File: config.mk
export PLATFORM = sky130hd
export DESIGN_NAME = http_byte_range_parser_unit
export DESIGN_NICKNAME = d
export VERILOG_FILES = /design/src/hw/rtl/hbrp_pkg.sv /design/src/hw/rtl/hbrp_digit_acc.sv /design/src/hw/rtl/hbrp_range_emit.sv /design/src/hw/rtl/hbrp_parser.sv /design/src/hw/rtl/http_byte_range_parser_unit.sv
export VERILOG_INCLUDE_DIRS = /design/src /design/src/hw/rtl
export SDC_FILE = /design/constraint.sdc
export NUM_CORES = 1
export LEC_CHECK = 0
export BUFFER_PORTS_ARGS = -buffer_cell sky130_fd_sc_hd__buf_4
export CAP_MARGIN = 20
export CELL_PAD_IN_SITES_DETAIL_PLACEMENT = 1
export CELL_PAD_IN_SITES_GLOBAL_PLACEMENT = 2
export CORE_MARGIN = 4
export CORE_UTILIZATION = 42
export DETAILED_ROUTE_END_ITERATION = 7
export PLACE_DENSITY = 0.92
export SLEW_MARGIN = 20
export SYNTH_ARGS = -nofsm -noshare
export SYNTH_HDL_FRONTEND = slang
export SYNTH_SLANG_ARGS = --single-unit
File: constraint.sdc
create_clock -name clk -period 20 [get_ports clk]
set_input_delay 2 -clock clk [delete_from_list [all_inputs] [get_ports clk]]
set_output_delay 2 -clock clk [all_outputs]
set_load 0.01 [all_outputs]
File: src/hw/rtl/assert_macros.svh
// Assertion macros shared by the RTL modules of the byte range parser.
`ifndef ASSERT_MACROS_SVH
`define ASSERT_MACROS_SVH

// Same-cycle implication, disabled while reset is asserted.
`define ASSERT_IMPLY(label, clk, rst_n, pre, post) \
    label: assert property (@(posedge clk) disable iff (!rst_n) (pre) |-> (post)) \
        else $error("same-cycle implication check failed");

// Next-cycle implication, disabled while reset is asserted.
`define ASSERT_NEXT(label, clk, rst_n, pre, post) \
    label: assert property (@(posedge clk) disable iff (!rst_n) (pre) |=> (post)) \
        else $error("next-cycle implication check failed");

`endif

File: src/hw/rtl/hbrp_pkg.sv
// Package with the types, constants and helper functions of the byte range parser.
`timescale 1ns / 1ps
`default_nettype none

package hbrp_pkg;

    localparam int OFFSET_BITS_DEF     = 48;
    localparam int MAX_RANGE_COUNT_DEF = 16;
    localparam int FIELD_BITS          = 48;

    localparam int PREFIX_LEN = 5;
    localparam int MIN_LEN    = 7;

    localparam logic [7:0] CH_EQ    = 8'h3D;
    localparam logic [7:0] CH_DASH  = 8'h2D;
    localparam logic [7:0] CH_COMMA = 8'h2C;
    localparam logic [7:0] CH_SPACE = 8'h20;
    localparam logic [7:0] CH_TAB   = 8'h09;
    localparam logic [7:0] CH_ZERO  = 8'h30;
    localparam logic [7:0] CH_NINE  = 8'h39;
    localparam logic [7:0] CH_UPPER_A = 8'h41;
    localparam logic [7:0] CH_UPPER_Z = 8'h5A;
    localparam logic [7:0] CASE_BIT   = 8'h20;

    typedef enum logic [3:0] {
        PH_PREFIX    = 4'd0,
        PH_EQ        = 4'd1,
        PH_AFTER_EQ  = 4'd2,
        PH_FIRST     = 4'd3,
        PH_WS_FIRST  = 4'd4,
        PH_DASH      = 4'd5,
        PH_LAST      = 4'd6,
        PH_WS_LAST   = 4'd7,
        PH_COMMA     = 4'd8,
        PH_SUF_START = 4'd9,
        PH_SUF       = 4'd10,
        PH_WS_SUF    = 4'd11
    } phase_t;

    typedef enum logic [1:0] {
        EMIT_NONE   = 2'd0,
        EMIT_OPEN   = 2'd1,
        EMIT_CLOSED = 2'd2,
        EMIT_SUFFIX = 2'd3
    } emit_kind_t;

    typedef struct packed {
        logic                  hit;
        logic                  reversed;
        logic [FIELD_BITS-1:0] range_lo;
        logic [FIELD_BITS-1:0] range_hi;
    } emit_res_t;

    typedef struct packed {
        logic                  range_valid;
        logic [FIELD_BITS-1:0] range_start;
        logic [FIELD_BITS-1:0] range_end;
        logic                  done_res;
        logic                  accepted;
    } result_t;

    function automatic logic is_ws(input logic [7:0] c);
        return (c == CH_SPACE) || (c == CH_TAB);
    endfunction

    function automatic logic is_numeral(input logic [7:0] c);
        return c inside {[CH_ZERO:CH_NINE]};
    endfunction

    function automatic logic [7:0] to_lower(input logic [7:0] c);
        return (c inside {[CH_UPPER_A:CH_UPPER_Z]}) ? (c | CASE_BIT) : c;
    endfunction

    // Lower-case letters of the unit name "bytes".
    function automatic logic [7:0] prefix_char(input logic [2:0] idx);
        logic [7:0] ch;
        case (idx)
            3'd0:    ch = 8'h62;
            3'd1:    ch = 8'h79;
            3'd2:    ch = 8'h74;
            3'd3:    ch = 8'h65;
            3'd4:    ch = 8'h73;
            default: ch = 8'h00;
        endcase
        return ch;
    endfunction

endpackage

`default_nettype wire

File: src/hw/rtl/hbrp_digit_acc.sv
// Decimal accumulator: value times ten plus one digit, with overflow detection.
`timescale 1ns / 1ps
`default_nettype none

module hbrp_digit_acc #(
    parameter int OFFSET_BITS = hbrp_pkg::OFFSET_BITS_DEF
) (
    input  wire logic [OFFSET_BITS-1:0] acc_in,
    input  wire logic [3:0]             digit,
    output logic      [OFFSET_BITS-1:0] acc_out,
    output logic                        overflow
);

    logic [OFFSET_BITS+3:0] wide_in;
    logic [OFFSET_BITS+3:0] sum;

    // Times ten is done as times eight plus times two; four guard bits hold the carry.
    assign wide_in  = {4'b0000, acc_in};
    assign sum      = (wide_in << 3) + (wide_in << 1) + (OFFSET_BITS+4)'(digit);
    assign acc_out  = sum[OFFSET_BITS-1:0];
    assign overflow = |sum[OFFSET_BITS+3:OFFSET_BITS];

endmodule

`default_nettype wire

File: src/hw/rtl/hbrp_range_emit.sv
// Clamps one completed range spec to the file size and checks that it can be met.
`timescale 1ns / 1ps
`default_nettype none

module hbrp_range_emit #(
    parameter int OFFSET_BITS = hbrp_pkg::OFFSET_BITS_DEF
) (
    input  wire hbrp_pkg::emit_kind_t                kind,
    input  wire logic [OFFSET_BITS-1:0]              first_offset,
    input  wire logic [OFFSET_BITS-1:0]              last_offset,
    input  wire logic [OFFSET_BITS-1:0]              suffix_length,
    input  wire logic [hbrp_pkg::FIELD_BITS-1:0]     file_size,
    output hbrp_pkg::emit_res_t                      res
);

    localparam int CW = (OFFSET_BITS > hbrp_pkg::FIELD_BITS) ? OFFSET_BITS
                                                            : hbrp_pkg::FIELD_BITS;

    logic [CW-1:0] fs_w;
    logic [CW-1:0] first_w;
    logic [CW-1:0] last_w;
    logic [CW-1:0] suf_w;
    logic [CW-1:0] fs_m1;
    logic [CW-1:0] lo_w;
    logic [CW-1:0] hi_w;
    logic          first_in;

    assign fs_w     = CW'(file_size);
    assign first_w  = CW'(first_offset);
    assign last_w   = CW'(last_offset);
    assign suf_w    = CW'(suffix_length);
    assign fs_m1    = fs_w - CW'(1);
    assign first_in = first_w < fs_w;

    always_comb
    begin
        res.hit      = 1'b0;
        res.reversed = 1'b0;
        lo_w         = first_w;
        hi_w         = fs_m1;
        case (kind)
            hbrp_pkg::EMIT_OPEN:
            begin
                res.hit = first_in;
            end
            hbrp_pkg::EMIT_CLOSED:
            begin
                res.reversed = first_w > last_w;
                res.hit      = first_in && !res.reversed;
                hi_w         = (last_w < fs_w) ? last_w : fs_m1;
            end
            hbrp_pkg::EMIT_SUFFIX:
            begin
                res.hit = (suf_w != '0) && (fs_w != '0);
                lo_w    = (fs_w > suf_w) ? (fs_w - suf_w) : '0;
            end
            default:
            begin
                res.hit = 1'b0;
            end
        endcase
        // A range that is met always lies below the file size, so it fits the port width.
        res.range_lo = lo_w[hbrp_pkg::FIELD_BITS-1:0];
        res.range_hi = hi_w[hbrp_pkg::FIELD_BITS-1:0];
    end

endmodule

`default_nettype wire

File: src/hw/rtl/hbrp_parser.sv
// Parse state machine: header phase, byte count, offsets, range count and sticky failure.
`timescale 1ns / 1ps
`default_nettype none
`include "assert_macros.svh"

module hbrp_parser #(
    parameter int OFFSET_BITS     = hbrp_pkg::OFFSET_BITS_DEF,
    parameter int MAX_RANGE_COUNT = hbrp_pkg::MAX_RANGE_COUNT_DEF
) (
    input  wire logic                            clk,
    input  wire logic                            rst_n,
    input  wire logic                            step,
    input  wire logic [7:0]                      value_byte,
    input  wire logic                            last_byte,
    input  wire logic [hbrp_pkg::FIELD_BITS-1:0] file_size,
    output hbrp_pkg::result_t                    result
);

    localparam int CNT_W = $clog2(MAX_RANGE_COUNT + 1);

    hbrp_pkg::phase_t       phase_reg, phase_next;
    logic [2:0]             pos_reg, pos_next;
    logic [OFFSET_BITS-1:0] first_reg, first_next;
    logic [OFFSET_BITS-1:0] last_reg, last_next;
    logic [OFFSET_BITS-1:0] suffix_reg, suffix_next;
    logic [CNT_W-1:0]       count_reg, count_next;
    logic                   failed_reg, failed_next;

    hbrp_pkg::phase_t       phase_upd;
    logic [OFFSET_BITS-1:0] first_upd;
    logic [OFFSET_BITS-1:0] last_upd;
    logic [OFFSET_BITS-1:0] suffix_upd;
    logic                   fail_upd;

    logic [7:0]             lc;
    logic [3:0]             digit;
    logic                   c_dig;
    logic                   c_ws;
    logic [OFFSET_BITS-1:0] acc_in;
    logic [OFFSET_BITS-1:0] acc_out;
    logic                   acc_ovf;
    hbrp_pkg::emit_kind_t   kind;
    hbrp_pkg::emit_res_t    em;
    logic                   em_valid;
    logic                   restart_clean;

    assign lc    = hbrp_pkg::to_lower(value_byte);
    assign digit = 4'(value_byte - hbrp_pkg::CH_ZERO);
    assign c_dig = hbrp_pkg::is_numeral(value_byte);
    assign c_ws  = hbrp_pkg::is_ws(value_byte);

    // Only one number grows per byte, so one accumulator serves all three.
    assign acc_in = (phase_reg == hbrp_pkg::PH_LAST) ? last_reg :
                    (phase_reg == hbrp_pkg::PH_SUF)  ? suffix_reg : first_reg;

    hbrp_digit_acc #(
        .OFFSET_BITS(OFFSET_BITS)
    ) u_acc (
        .acc_in  (acc_in),
        .digit   (digit),
        .acc_out (acc_out),
        .overflow(acc_ovf)
    );

    // The range check sees the numbers as updated by this byte, before the
    // end-of-header clear.
    hbrp_range_emit #(
        .OFFSET_BITS(OFFSET_BITS)
    ) u_emit (
        .kind         (kind),
        .first_offset (first_upd),
        .last_offset  (last_upd),
        .suffix_length(suffix_upd),
        .file_size    (file_size),
        .res          (em)
    );

    always_ff @(posedge clk or negedge rst_n)
    begin
        if (!rst_n)
        begin
            phase_reg  <= hbrp_pkg::PH_PREFIX;
            pos_reg    <= '0;
            first_reg  <= '0;
            last_reg   <= '0;
            suffix_reg <= '0;
            count_reg  <= '0;
            failed_reg <= 1'b0;
        end
        else if (step)
        begin
            phase_reg  <= phase_next;
            pos_reg    <= pos_next;
            first_reg  <= first_next;
            last_reg   <= last_next;
            suffix_reg <= suffix_next;
            count_reg  <= count_next;
            failed_reg <= failed_next;
        end
    end

    always_comb
    begin
        phase_upd  = phase_reg;
        first_upd  = first_reg;
        last_upd   = last_reg;
        suffix_upd = suffix_reg;
        fail_upd   = failed_reg;
        kind       = hbrp_pkg::EMIT_NONE;

        if (!failed_reg)
        begin
            case (phase_reg)
                hbrp_pkg::PH_PREFIX:
                begin
                    if ((32'(pos_reg) >= hbrp_pkg::PREFIX_LEN) ||
                        (lc != hbrp_pkg::prefix_char(pos_reg)))
                        fail_upd = 1'b1;
                    else if (pos_reg == 3'(hbrp_pkg::PREFIX_LEN - 1))
                        phase_upd = hbrp_pkg::PH_EQ;
                end
                hbrp_pkg::PH_EQ:
                begin
                    if (value_byte == hbrp_pkg::CH_EQ)
                        phase_upd = hbrp_pkg::PH_AFTER_EQ;
                    else if (!c_ws)
                        fail_upd = 1'b1;
                end
                hbrp_pkg::PH_AFTER_EQ, hbrp_pkg::PH_COMMA:
                begin
                    if (c_dig)
                    begin
                        first_upd = OFFSET_BITS'(digit);
                        phase_upd = hbrp_pkg::PH_FIRST;
                    end
                    else if (value_byte == hbrp_pkg::CH_DASH)
                        phase_upd = hbrp_pkg::PH_SUF_START;
                    else if (!c_ws)
                        fail_upd = 1'b1;
                end
                hbrp_pkg::PH_FIRST:
                begin
                    if (c_dig)
                    begin
                        if (acc_ovf)
                            fail_upd = 1'b1;
                        else
                            first_upd = acc_out;
                    end
                    else if (value_byte == hbrp_pkg::CH_DASH)
                        phase_upd = hbrp_pkg::PH_DASH;
                    else if (c_ws)
                        phase_upd = hbrp_pkg::PH_WS_FIRST;
                    else
                        fail_upd = 1'b1;
                end
                hbrp_pkg::PH_WS_FIRST:
                begin
                    if (value_byte == hbrp_pkg::CH_DASH)
                        phase_upd = hbrp_pkg::PH_DASH;
                    else if (!c_ws)
                        fail_upd = 1'b1;
                end
                hbrp_pkg::PH_DASH:
                begin
                    if (c_dig)
                    begin
                        last_upd  = OFFSET_BITS'(digit);
                        phase_upd = hbrp_pkg::PH_LAST;
                    end
                    else if (value_byte == hbrp_pkg::CH_COMMA)
                    begin
                        kind      = hbrp_pkg::EMIT_OPEN;
                        phase_upd = hbrp_pkg::PH_COMMA;
                    end
                    else if (!c_ws)
                        fail_upd = 1'b1;
                end
                hbrp_pkg::PH_LAST:
                begin
                    if (c_dig)
                    begin
                        if (acc_ovf)
                            fail_upd = 1'b1;
                        else
                            last_upd = acc_out;
                    end
                    else if (value_byte == hbrp_pkg::CH_COMMA)
                    begin
                        kind      = hbrp_pkg::EMIT_CLOSED;
                        phase_upd = hbrp_pkg::PH_COMMA;
                    end
                    else if (c_ws)
                    begin
                        kind      = hbrp_pkg::EMIT_CLOSED;
                        phase_upd = hbrp_pkg::PH_WS_LAST;
                    end
                    else
                        fail_upd = 1'b1;
                end
                hbrp_pkg::PH_WS_LAST, hbrp_pkg::PH_WS_SUF:
                begin
                    if (value_byte == hbrp_pkg::CH_COMMA)
                        phase_upd = hbrp_pkg::PH_COMMA;
                    else if (!c_ws)
                        fail_upd = 1'b1;
                end
                hbrp_pkg::PH_SUF_START:
                begin
                    if (c_dig)
                    begin
                        suffix_upd = OFFSET_BITS'(digit);
                        phase_upd  = hbrp_pkg::PH_SUF;
                    end
                    else if (!c_ws)
                        fail_upd = 1'b1;
                end
                hbrp_pkg::PH_SUF:
                begin
                    if (c_dig)
                    begin
                        if (acc_ovf)
                            fail_upd = 1'b1;
                        else
                            suffix_upd = acc_out;
                    end
                    else if (value_byte == hbrp_pkg::CH_COMMA)
                    begin
                        kind      = hbrp_pkg::EMIT_SUFFIX;
                        phase_upd = hbrp_pkg::PH_COMMA;
                    end
                    else if (c_ws)
                    begin
                        kind      = hbrp_pkg::EMIT_SUFFIX;
                        phase_upd = hbrp_pkg::PH_WS_SUF;
                    end
                    else
                        fail_upd = 1'b1;
                end
                default:
                begin
                    fail_upd = 1'b1;
                end
            endcase
        end

        // On the last byte the pending spec is closed out. A byte that already
        // completed a spec leaves a phase here that needs no further range.
        if (last_byte)
        begin
            if (32'(pos_reg) < hbrp_pkg::MIN_LEN - 1)
                fail_upd = 1'b1;
            if (!fail_upd)
            begin
                case (phase_upd)
                    hbrp_pkg::PH_DASH:   kind = hbrp_pkg::EMIT_OPEN;
                    hbrp_pkg::PH_LAST:   kind = hbrp_pkg::EMIT_CLOSED;
                    hbrp_pkg::PH_SUF:    kind = hbrp_pkg::EMIT_SUFFIX;
                    hbrp_pkg::PH_WS_LAST,
                    hbrp_pkg::PH_WS_SUF:
                    begin
                    end
                    default:             fail_upd = 1'b1;
                endcase
            end
        end
    end

    always_comb
    begin
        failed_next = fail_upd;
        count_next  = count_reg;
        em_valid    = 1'b0;

        if (kind != hbrp_pkg::EMIT_NONE)
        begin
            if (em.reversed)
                failed_next = 1'b1;
            else if (em.hit)
            begin
                if (count_reg >= CNT_W'(MAX_RANGE_COUNT))
                    failed_next = 1'b1;
                else
                begin
                    count_next = count_reg + CNT_W'(1);
                    em_valid   = 1'b1;
                end
            end
        end

        phase_next  = phase_upd;
        first_next  = first_upd;
        last_next   = last_upd;
        suffix_next = suffix_upd;
        pos_next    = (&pos_reg) ? pos_reg : pos_reg + 3'd1;

        result.range_valid = em_valid && !failed_next;
        result.range_start = result.range_valid ? em.range_lo : '0;
        result.range_end   = result.range_valid ? em.range_hi : '0;
        result.done_res    = last_byte;
        result.accepted    = last_byte && !failed_next;

        if (last_byte)
        begin
            phase_next  = hbrp_pkg::PH_PREFIX;
            pos_next    = '0;
            first_next  = '0;
            last_next   = '0;
            suffix_next = '0;
            count_next  = '0;
            failed_next = 1'b0;
        end
    end

    assign restart_clean = (phase_reg == hbrp_pkg::PH_PREFIX) && (pos_reg == 3'd0) &&
                           (count_reg == '0) && !failed_reg;

    `ASSERT_IMPLY(a_count_bound, clk, rst_n, 1'b1, count_reg <= CNT_W'(MAX_RANGE_COUNT))
    `ASSERT_NEXT(a_header_restart, clk, rst_n, step && last_byte, restart_clean)

endmodule

`default_nettype wire

File: src/hw/rtl/http_byte_range_parser_unit.sv
// Usage notes:
// Streaming parser for the value of an HTTP Range header, one byte per transaction.
// The config channel (cfg_valid, cfg_ready, file_size) loads the resource size; it
// is always ready and must be written only while no header byte is in flight.
// Header bytes enter on in_valid/in_ready with value_byte and last_byte. Every byte
// yields exactly one result transaction on out_valid/out_ready carrying
// range_valid, range_start, range_end, done_res and accepted.
// A byte taken into the input register is parsed combinationally and written to the
// result register once that register can advance, and its result is then offered.
// Throughput is one byte per cycle while out_ready holds high, set by the
// combinational parse step between the input register and the result register.
// A range is shown on the byte that completes it. On the byte flagged last,
// done_res is set and accepted tells whether the whole header parsed; when it
// is clear, the ranges already delivered for that header are to be dropped.
// When out_ready is low the result register holds its transaction and the input
// register still takes one more byte; after that in_ready drops until the
// receiver drains. Reset clears the parse state, both stage valids and file_size.
`timescale 1ns / 1ps
`default_nettype none
`include "assert_macros.svh"

module http_byte_range_parser_unit #(
    parameter int OFFSET_BITS     = hbrp_pkg::OFFSET_BITS_DEF,
    parameter int MAX_RANGE_COUNT = hbrp_pkg::MAX_RANGE_COUNT_DEF
) (
    input  wire logic                            clk,
    input  wire logic                            rst_n,
    input  wire logic                            cfg_valid,
    output logic                                 cfg_ready,
    input  wire logic [hbrp_pkg::FIELD_BITS-1:0] file_size,
    input  wire logic                            in_valid,
    output logic                                 in_ready,
    input  wire logic [7:0]                      value_byte,
    input  wire logic                            last_byte,
    output logic                                 out_valid,
    input  wire logic                            out_ready,
    output logic                                 range_valid,
    output logic [hbrp_pkg::FIELD_BITS-1:0]      range_start,
    output logic [hbrp_pkg::FIELD_BITS-1:0]      range_end,
    output logic                                 done_res,
    output logic                                 accepted
);

    logic [hbrp_pkg::FIELD_BITS-1:0] fsize_reg;
    logic                            in_vld_reg, in_vld_next;
    logic [7:0]                      byte_reg;
    logic                            lastb_reg;
    logic                            out_vld_reg, out_vld_next;
    hbrp_pkg::result_t               res_reg;
    hbrp_pkg::result_t               res_next;
    logic                            advance;
    logic                            step;

    assign cfg_ready = 1'b1;
    assign advance   = !out_vld_reg || out_ready;
    assign in_ready  = !in_vld_reg || advance;
    assign step      = in_vld_reg && advance;

    hbrp_parser #(
        .OFFSET_BITS    (OFFSET_BITS),
        .MAX_RANGE_COUNT(MAX_RANGE_COUNT)
    ) u_parser (
        .clk       (clk),
        .rst_n     (rst_n),
        .step      (step),
        .value_byte(byte_reg),
        .last_byte (lastb_reg),
        .file_size (fsize_reg),
        .result    (res_next)
    );

    always_comb
    begin
        in_vld_next  = in_ready ? in_valid : in_vld_reg;
        out_vld_next = advance ? in_vld_reg : out_vld_reg;
    end

    always_ff @(posedge clk or negedge rst_n)
    begin
        if (!rst_n)
        begin
            fsize_reg   <= '0;
            in_vld_reg  <= 1'b0;
            out_vld_reg <= 1'b0;
        end
        else
        begin
            if (cfg_valid && cfg_ready)
                fsize_reg <= file_size;
            in_vld_reg  <= in_vld_next;
            out_vld_reg <= out_vld_next;
        end
    end

    always_ff @(posedge clk)
    begin
        if (in_valid && in_ready)
        begin
            byte_reg  <= value_byte;
            lastb_reg <= last_byte;
        end
        if (step)
            res_reg <= res_next;
    end

    assign out_valid   = out_vld_reg;
    assign range_valid = res_reg.range_valid;
    assign range_start = res_reg.range_start;
    assign range_end   = res_reg.range_end;
    assign done_res    = res_reg.done_res;
    assign accepted    = res_reg.accepted;

    `ASSERT_IMPLY(a_range_order, clk, rst_n, out_valid && range_valid, range_start <= range_end)
    `ASSERT_IMPLY(a_status_on_last, clk, rst_n, out_valid && accepted, done_res)
    `ASSERT_IMPLY(a_reject_no_range, clk, rst_n, out_valid && done_res && !accepted, !range_valid)

endmodule

`default_nettype wire

# == Word level (Yosys, flattened, before mapping) ==
# Cells that the tools add are included.
# classes
order_cmp,11
n_eq_ne,32
addsub,7
muxes,98
n_reduce_logical,31
# ops
cell,n
two-way mux 48 bit,21
case mux 48 bit (2 select lines),3
> comparator 48 bit,2
less-than comparator 48 bit,2
nonzero test 48 bit,2
two-way mux 4 bit,20
adder 51 x 49 -> 52 bit,1
adder 52 x 4 -> 52 bit,1
subtractor 48 x 1 -> 48 bit (second input constant),1
subtractor 48 bit,1
case mux 4 bit (10 select lines),1
case mux 7 bit (5 select lines),1
equality test 8 x 6 -> 1 bit (second input constant),4
equality test 4 x 3 -> 1 bit (second input constant),7
two-way mux 1 bit,28
two-way mux 5 bit,5
equality test 4 bit (second input constant),6
two-way mux 2 bit,10
two-way mux 8 bit,2
case mux 2 bit (3 select lines),2
case mux 1 bit (9 select lines),1
equality test 4 x 2 -> 1 bit (second input constant),2
equality test 8 x 4 -> 1 bit (second input constant),1
>= comparator 8 x 6 -> 1 bit (second input constant),1
other kinds (32),54
# word_totals
reg_bits,315
elab_cells,196
input_bits,62
output_inout_bits,102

# == Longest topological paths before layout ==
# Gate-level depths: netlist (run 1).
# logic_depth
ltp_word,21
mapped_depth,47

# == Cells and area by module ==
# A second synthesis (run 1) with hierarchy kept.
# hier_totals
hier_cells,2809
area_unflattened_um2,26495.4
# modules_own_cells
module,seq_area_each_um2,cells_per_inst,area_each_um2,instances
hbrp_parser,3928.8,1031,9828.2,1
hbrp_range_emit,0.0,1121,8096.5,1
http_byte_range_parser_unit,4494.3,219,5203.7,1
hbrp_digit_acc,0.0,438,3367.0,1

# == Worst setup path after synthesis (run 1) ==
# OpenSTA, ideal clock, no wires.
# synth_timing
path_kind,flip-flop to flip-flop
from,reg u_parser.phase_reg[2]
to,reg res_reg (netlist bit range_start[46]) (data pin)
arrival_time_ns,8.933
period_less_slack_ns,9.189
path_stages_with_launch,43
path_slack_ns,10.811
setup_time_ns,0.257
cell_sequence,dfrtp_1 buf_2 clkbuf_1 nor2_1 nor2_1 clkbuf_1 buf_1 o22ai_1 a21oi_1 ha_1 ha_1 clkbuf_1 a21oi_1 o211a_1 o21ai_0 o211ai_1 a2111o_1 a211oi_1 [7 not listed] a22oi_1 ha_1 and3_1 nor2b_1 o21ai_0 a21oi_1 o21ai_0 a21oi_1 o211ai_1 a31oi_1 nor4_1 nor3b_1 o31a_1 a41o_1 a31oi_1 xnor2_1 a22oi_1 nor2_1
# synth_between
elab_chain_cells,21
# synth_rtl
item,line,rtl
"start, declared",hbrp_parser.sv:21,"hbrp_pkg::phase_t phase_reg, phase_next;"
"start signal, assigned",hbrp_parser.sv:82,phase_reg <= hbrp_pkg::PH_PREFIX;
"start signal, assigned",hbrp_parser.sv:92,phase_reg <= phase_next;
"parallel branches: the longest is 21 deep, another holds adder 51 x 49 -> 52 bit",--,
"end signal, assigned",http_byte_range_parser_unit.sv:103,res_reg <= res_next;
"end, declared",http_byte_range_parser_unit.sv:49,hbrp_pkg::result_t res_reg;
# Several ways; the timed one is not identified. The select of a mux whose other input is x is not followed.
# A chain may end at the register's enable or synchronous reset.

# == Worst setup path after layout (run 1) ==
# layout_timing
from,reg u_parser.phase_reg[3]
to,reg res_reg (netlist bit range_start[26]) (data pin)
# Same word-level chain as after synthesis.

==> impl_metrics.py, run 1 <==
metrics = {
    "routing": {
        "dr.first_iter.drc_count": 2039,
        "drt_wl_total_mm": 105.2,
        "first_pass_iters": 5,
        "wire_per_inst_um": 26.39,
        "ant_nets": 0,
        "viasPerCell": 6.360,
        "vias": 25360,
        "drc_errors": 0,
    },
    "sta": {
        "finalSetupViolCount": 0,
        "slew_headroom_pct": 24.80,
        "fin_crit_sh_pct": 62.39,
        "tightest_slew_ns": 1.125,
        "post-route-min-period_ns": 12.48,
        "rsz0062_at_grt": "no",
        "final.setup_skew_ns": 0.01983,
        "hold_slack_ns": 0.5144,
        "fin_setup_tns_ns": 0,
        "hold_viol_final": 0,
        "slew_violations": 0,
        "fmax_mhz": 80.14,
    },
    "power_and_ir_drop": {
        "p_int_w": 0.001278,
        "p_switching_w": 0.0005347,
        "powerDensity_nw_per_um2": 61.04,
        "pwr-share-comb_pct": 15.7,
        "seqPwrFrac_pct": 40.0,
        "vdd_drop_max_mv": 0.05155,
        "p_sw_share_pct": 29.49,
        "p_leak_nw": 13.45,
        "clockPowerShare_pct": 44.3,
    },
    "global_routing": {
        "grt-ovfl-total": 0,
        "grt_first_pass_wirelength_mm": 161.3,
        "first_global_vias": 26440,
        "grt_max_degree": 97,
        "antenna_found_initial": 4,
        "track_usage_pct": 30.67,
    },
    "setup_path": {
        "critPathMaxFanout": 62,
        "crit_required_ns": 20.31,
        "cp.arrival_ns": 12.79,
        "cp-start-kind": "flip-flop",
        "cp-end-kind": "flip-flop",
        "reg2reg_from": "u_parser.phase_reg[3]",
        "slowest_stage": "a2111oi_1",
        "path_class": "flip-flop to flip-flop",
        "cp_top_family": "compound AO/OA/AOI/OAI gates",
        "max_stage_delay_ns": 1.03,
        "critPathLaunch": "u_parser.phase_reg[3]",
        "path_buf_inv": 5,
    },
    "synth": {
        "postSynthCellCount": 3022,
        "synth_area_per_cell_um2": 8.686,
        "ys_seq_area_share_pct": 32.09,
        "ys_ff_latch": 315,
        "async_reset_ff_share_pct": 65.71,
        "synth.area.top_cells": "dfrtp_1, ha_1, edfxtp_1, o21ai_0, a22o_1",
        "synth_edf_count": 108,
        "synth.cell_area_um2": 26250,
        "synth_top_area_share_pct": 19.73,
        "yosysMostFrequentCell": "ha_1",
        "synth_top_area_cell": "dfrtp_1",
        "ys.flop_type": "dfrtp_1",
        "synth_nets": 3376,
        "ys_warn_count": 0,
        "synth_cell_types": 93,
        "ys_top_cells_by_count": "ha_1, nand2_1, o21ai_0",
    },
    "clock_network": {
        "cts_root_buffer": "clkbuf_16",
        "postCtsHoldBufs": 0,
        "numCtsBuffers": 43,
        "cts_max_level": 2,
        "cts.reportedPaths.clkPinSlew_ns": 0.06,
        "cts.path.max_buffers": 3,
        "cts_tree": "done",
        "cts_sinks": 315,
        "clkLatencyLatePin_ns": 0.58,
        "ctsResizeCount": 0,
        "post_cts_buffers": 0,
    },
    "layout": {
        "multiInputGateArea_um2": 16680,
        "regArea_um2": 8424,
        "fillerInstances": 7226,
        "area.growth.synth_to_final_pct": 13.16,
        "drive_gt1_share_pct": 10.07,
        "nNetsFinal": 3468,
        "utilization_pct": 48.04,
    },
    "status": {
        "status": "completed",
    },
    "floorplan": {
        "core_area_um2": 61830,
        "fp-row-count": 91,
        "fp.dieH_um": 258,
        "ios": 164,
        "initial_core_util_pct": 42.46,
        "dieWidth_um": 258,
        "dieArea_um2": 66560,
    },
    "place": {
        "io_buffers": 162,
        "hpwl_mm": 79.02,
        "finalWeightedCongestion": 0.9733,
    },
    "flow_run": {
        "cap_viol_max_count": 0,
    },
    "hold_path": {
        "min_from": "u_parser.suffix_reg[23]",
        "hold_path.class": "flip-flop to flip-flop",
    },
}
[metal layers]
metal / vias up / part of all wire [%] / track usage (%)
met1: 12770 / 43 / 40.22
met4: 4 / 4.5 / 12.52
met5: - / 0.020 / 0
met2: 857 / 46 / 49.97
li1: 11520 / - / -
met3: 204 / 6.6 / 5.806
[worst min-delay path: cells and delay by family, from the launching register on]
| kind | cells | cell delay (ns) |
|---|---|---|
| simple gates | 1 | 0.05 |
| compound gates | 1 | 0.06 |
| flops | 1 | 0.36 |
[placed cells by master, fill, tap and decap left out, types with 19 or more instances in the layout]
cell type | synthesis | layout
inv_1 | 149 | 148
dfrtp_1 | 207 | 206
a21oi_1 | 192 | 192
edfxtp_1 | 108 | 108
and2_1 | 19 | 19
nor4_1 | 22 | 21
clkbuf_16 | 0 | 45
nor2b_1 | 26 | 26
and3_1 | 26 | 26
o22ai_1 | 92 | 92
a22oi_1 | 103 | 103
nor3_1 | 42 | 39
o21ai_0 | 240 | 238
nand2b_1 | 36 | 34
nand2_1 | 273 | 271
xnor2_1 | 93 | 93
ha_1 | 289 | 289
a31oi_1 | 33 | 33
buf_4 | 5 | 201
a22o_1 | 119 | 119
xor2_1 | 35 | 35
nand3_1 | 48 | 48
nor2_1 | 229 | 227
a21o_1 | 123 | 123
mux2i_1 | 52 | 52
nand4_1 | 59 | 59
[final cells by class]
| cell class | count | share of cell area, % |
|---|---|---|
| multi-input combinational | 2399 | 56.14 |
| sequential | 315 | 28.36 |
| timing repair buffer | 204 | 5.211 |
| clock buffer | 61 | 4.263 |
| tap | 837 | 3.526 |
| inverter | 151 | 1.917 |
| clock inverter | 17 | 0.5560 |
| antenna | 3 | 0.02527 |
[final timing paths]
path | slack [ns] | end | depth (start not counted)
hold reg to reg | 0.51 | u_parser.suffix_reg[23] | 2
setup / recovery | 7.52 | range_start[26] | 35
setup reg to reg | 7.52 | range_start[26] | 35
max in group asynchronous | 17.01 | u_parser.suffix_reg[34] | 2
hold / removal | 0.51 | u_parser.suffix_reg[23] | 2
min in group asynchronous | 1.46 | fsize_reg[17] | 1
[through the flow]
step	total power, W	instances	worst slack, ns	instance area (um2)
floorplan	0.0009017	3022	10.81	26250
global placement	0.001003	3904	7.591	28230
detailed placement	0.001016	3906	7.717	28260
CTS	0.001818	3984	7.672	29690
global route	0.001878	3984	6.946	29700
finish	0.001813	3987	7.522	29700
[cells by family (layout without fill, tap and decap cells)]
logic type	Yosys count	after routing	synth area share, %
fa+ha+maj	292	292	14.00
simple gates	848	848	15.37
buf+inv	308	433	4.819
flops	315	315	32.09
xor+xnor	128	128	4.271
compound gates	1073	1073	27.24
mux	57	57	2.197
other cells	1	4	0.01429
[power by group through the flow]
stage | combinational, W | clock, W | sequential (W)
after CTS | 0.000282 | 0.000811 | 0.000726
final | 0.000284 | 0.000803 | 0.000726
after floorplan | 0.000169 | 0 | 0.000732
after global routing | 0.000310 | 0.000839 | 0.000729
after detailed placement | 0.000279 | 0 | 0.000737
after global placement | 0.000267 | 0 | 0.000736
No activity file was read; power rests on OpenSTA's default activity.
==> inputs of run 2 (changes only) <==
CORE_UTILIZATION = 35   (was 42)
PLACE_DENSITY = 0.83   (was 0.92)
clock period = 10.2 ns   (was 20 ns; I/O delays follow)
==> run 2 against run 1 <==
  * Fmax is 29% higher
  * Via count grew 1.7%
  * Sequential cell count stayed put
  * Sequential power grew 96%
  * Highest routed layer unchanged
  * Setup slack worse by 7.0 ns
  * Power is 91% higher
  * Clock power increased by 84%
  * Worst hold slack worse by 0.047 ns
  * Cell area is 3.3% higher
  * Sequential share of layout area shrank 0.91 points
==> impl_metrics.py, run 2 (synthesis results as in run 1) <==
metrics = {
    "place": {
        "place_ws_ns": -0.04994,
        "placed_cell_area_um2": 29240,
        "finalWeightedCongestion": 0.9104,
        "io_buffers": 162,
        "hpwl_mm": 83.46,
    },
    "layout": {
        "final_cell_mix": "buf_4, ha_1, nand2_1, o21ai_0, nor2_1",
        "drive_gt1_share_pct": 12.94,
        "fillerInstances": 8706,
        "layout_commonest_cell": "buf_4",
        "design_area_um2": 30680,
        "nNetsFinal": 3566,
        "area.growth.synth_to_final_pct": 16.89,
        "diodes": 0,
    },
    "sta": {
        "slew_headroom_pct": 24.49,
        "finalWorstSetupSlack_ns": 0.5256,
        "slew_violations": 0,
        "fmax_mhz": 103.4,
        "hold_slack_ns": 0.4676,
        "finalSetupViolCount": 0,
        "rsz0062_at_grt": "no",
        "fin_crit_sh_pct": 94.85,
        "hold_viol_final": 0,
        "tightest_slew_ns": 1.133,
        "final.setup_skew_ns": 0.02845,
        "post-route-min-period_ns": 9.674,
    },
    "global_routing": {
        "grt_max_degree": 92,
        "first_global_vias": 27040,
        "grt-ovfl-total": 0,
        "grt_first_pass_wirelength_mm": 166.3,
        "antenna_found_initial": 2,
        "track_usage_pct": 26.77,
    },
    "clock_network": {
        "postCtsHoldBufs": 0,
        "numCtsBuffers": 42,
        "cts.path.max_buffers": 3,
        "cts.reportedPaths.clkPinSlew_ns": 0.06,
        "cts_tree": "done",
        "clkLatencyLatePin_ns": 0.59,
        "cts_sinks": 315,
        "cts_max_level": 2,
        "cts_root_buffer": "clkbuf_16",
    },
    "routing": {
        "vias": 25780,
        "drc_errors": 0,
        "ant_nets": 0,
        "dr.first_iter.drc_count": 1974,
        "wire_per_inst_um": 25.88,
        "viasPerCell": 6.117,
        "drt_wl_total_mm": 109.1,
        "first_pass_iters": 5,
    },
    "setup_path": {
        "crit_required_ns": 10.51,
        "slowest_stage": "or3_1",
        "cp.arrival_ns": 9.98,
        "critPathMaxFanout": 55,
        "cpMostUsedCell": "buf_4",
        "max_stage_delay_ns": 0.50,
        "r2r_slack_ns": 0.53,
        "path_class": "flip-flop to flip-flop",
        "cp-start-kind": "flip-flop",
        "cp-end-kind": "flip-flop",
    },
    "status": {
        "status": "completed",
    },
    "power_and_ir_drop": {
        "p_leak_nw": 13.90,
        "p_sw_share_pct": 29.87,
        "powerDensity_nw_per_um2": 113.1,
        "seqPwrFrac_pct": 40.8,
        "p_int_w": 0.002435,
        "finalPower_w": 0.003472,
        "clockPowerShare_pct": 42.5,
        "p_switching_w": 0.001037,
        "pwr-share-comb_pct": 16.6,
        "vdd_drop_max_mv": 0.1113,
    },
    "floorplan": {
        "dieWidth_um": 281.9,
        "dieArea_um2": 79450,
        "ios": 164,
        "initial_core_util_pct": 35.26,
        "core_area_um2": 74450,
        "fp-row-count": 100,
        "fp.dieH_um": 281.9,
    },
    "hold_path": {
        "hold_path.class": "input pin to async pin",
    },
    "flow_run": {
        "cap_viol_max_count": 0,
    },
}
run 2: power groups by stage:
stage               registers [W]  logic, W  clock network [W]
floorplan                 0.00144  0.000332                  0
global route              0.00143  0.000635            0.00155
CTS                       0.00142  0.000573            0.00150
detailed placement        0.00144  0.000568                  0
global placement          0.00144  0.000546                  0
finish                    0.00142  0.000578            0.00148
run 2: worst paths after layout:
path / end / cells past startpoint / start
min: fsize_reg[44] / 1 / rst_n
min in group clk: u_parser.suffix_reg[21] / 2 / u_parser.suffix_reg[21]
min reg2reg: u_parser.suffix_reg[21] / 2 / u_parser.suffix_reg[21]
max in group asynchronous: u_parser.last_reg[19] / 2 / rst_n
max: range_start[21] / 37 / u_parser.phase_reg[0]
max reg2reg: range_start[21] / 37 / u_parser.phase_reg[0]
run 2: timing repair:
action / in CTS / in global routing
buffers inserted: 0 / 2
setup endpoints to repair: 8 / 104
pin swaps: 0 / 3
resized for setup: 1 / 25
run 2: worst max-delay path: cells and delay by family, from the launching register on:
family                   cells  cell delay (ns)
AO/OA/AOI/OAI               12             2.82
AND/OR/NAND/NOR             12             2.75
buffers and inverters        9             1.91
adder cells (fa/ha/maj)      3             1.10
flip-flops                   1             0.38
multiplexers                 1             0.28
run 2: area by class of cell:
type	count	area, um2	share of cell area [%]
multi-input cells	2399	16770	54.65
flip-flops and latches	315	8424	27.46
repair buffers	303	2402	7.829
well taps	969	1212	3.951
clock buffers	63	1191	3.882
inverters	151	569.3	1.855
clock inverters	14	115.1	0.3752
run 2: stage by stage:
step	util [%]	instances	setup TNS, ns
6_report	41.22	4214	0
5_1_grt	41.22	4214	0
4_1_cts	41.04	4212	0
3_5_place_dp	39.28	4135	-0.07066
3_3_place_gp	39.27	4135	0
2_1_floorplan	-	3022	0
run 2: layer usage:
metal	routed length [um]	track usage [%]
met3	5900	3.635
met4	3505	8.184
met5	18	0
met2	51350	44.86
met1	48290	36.03
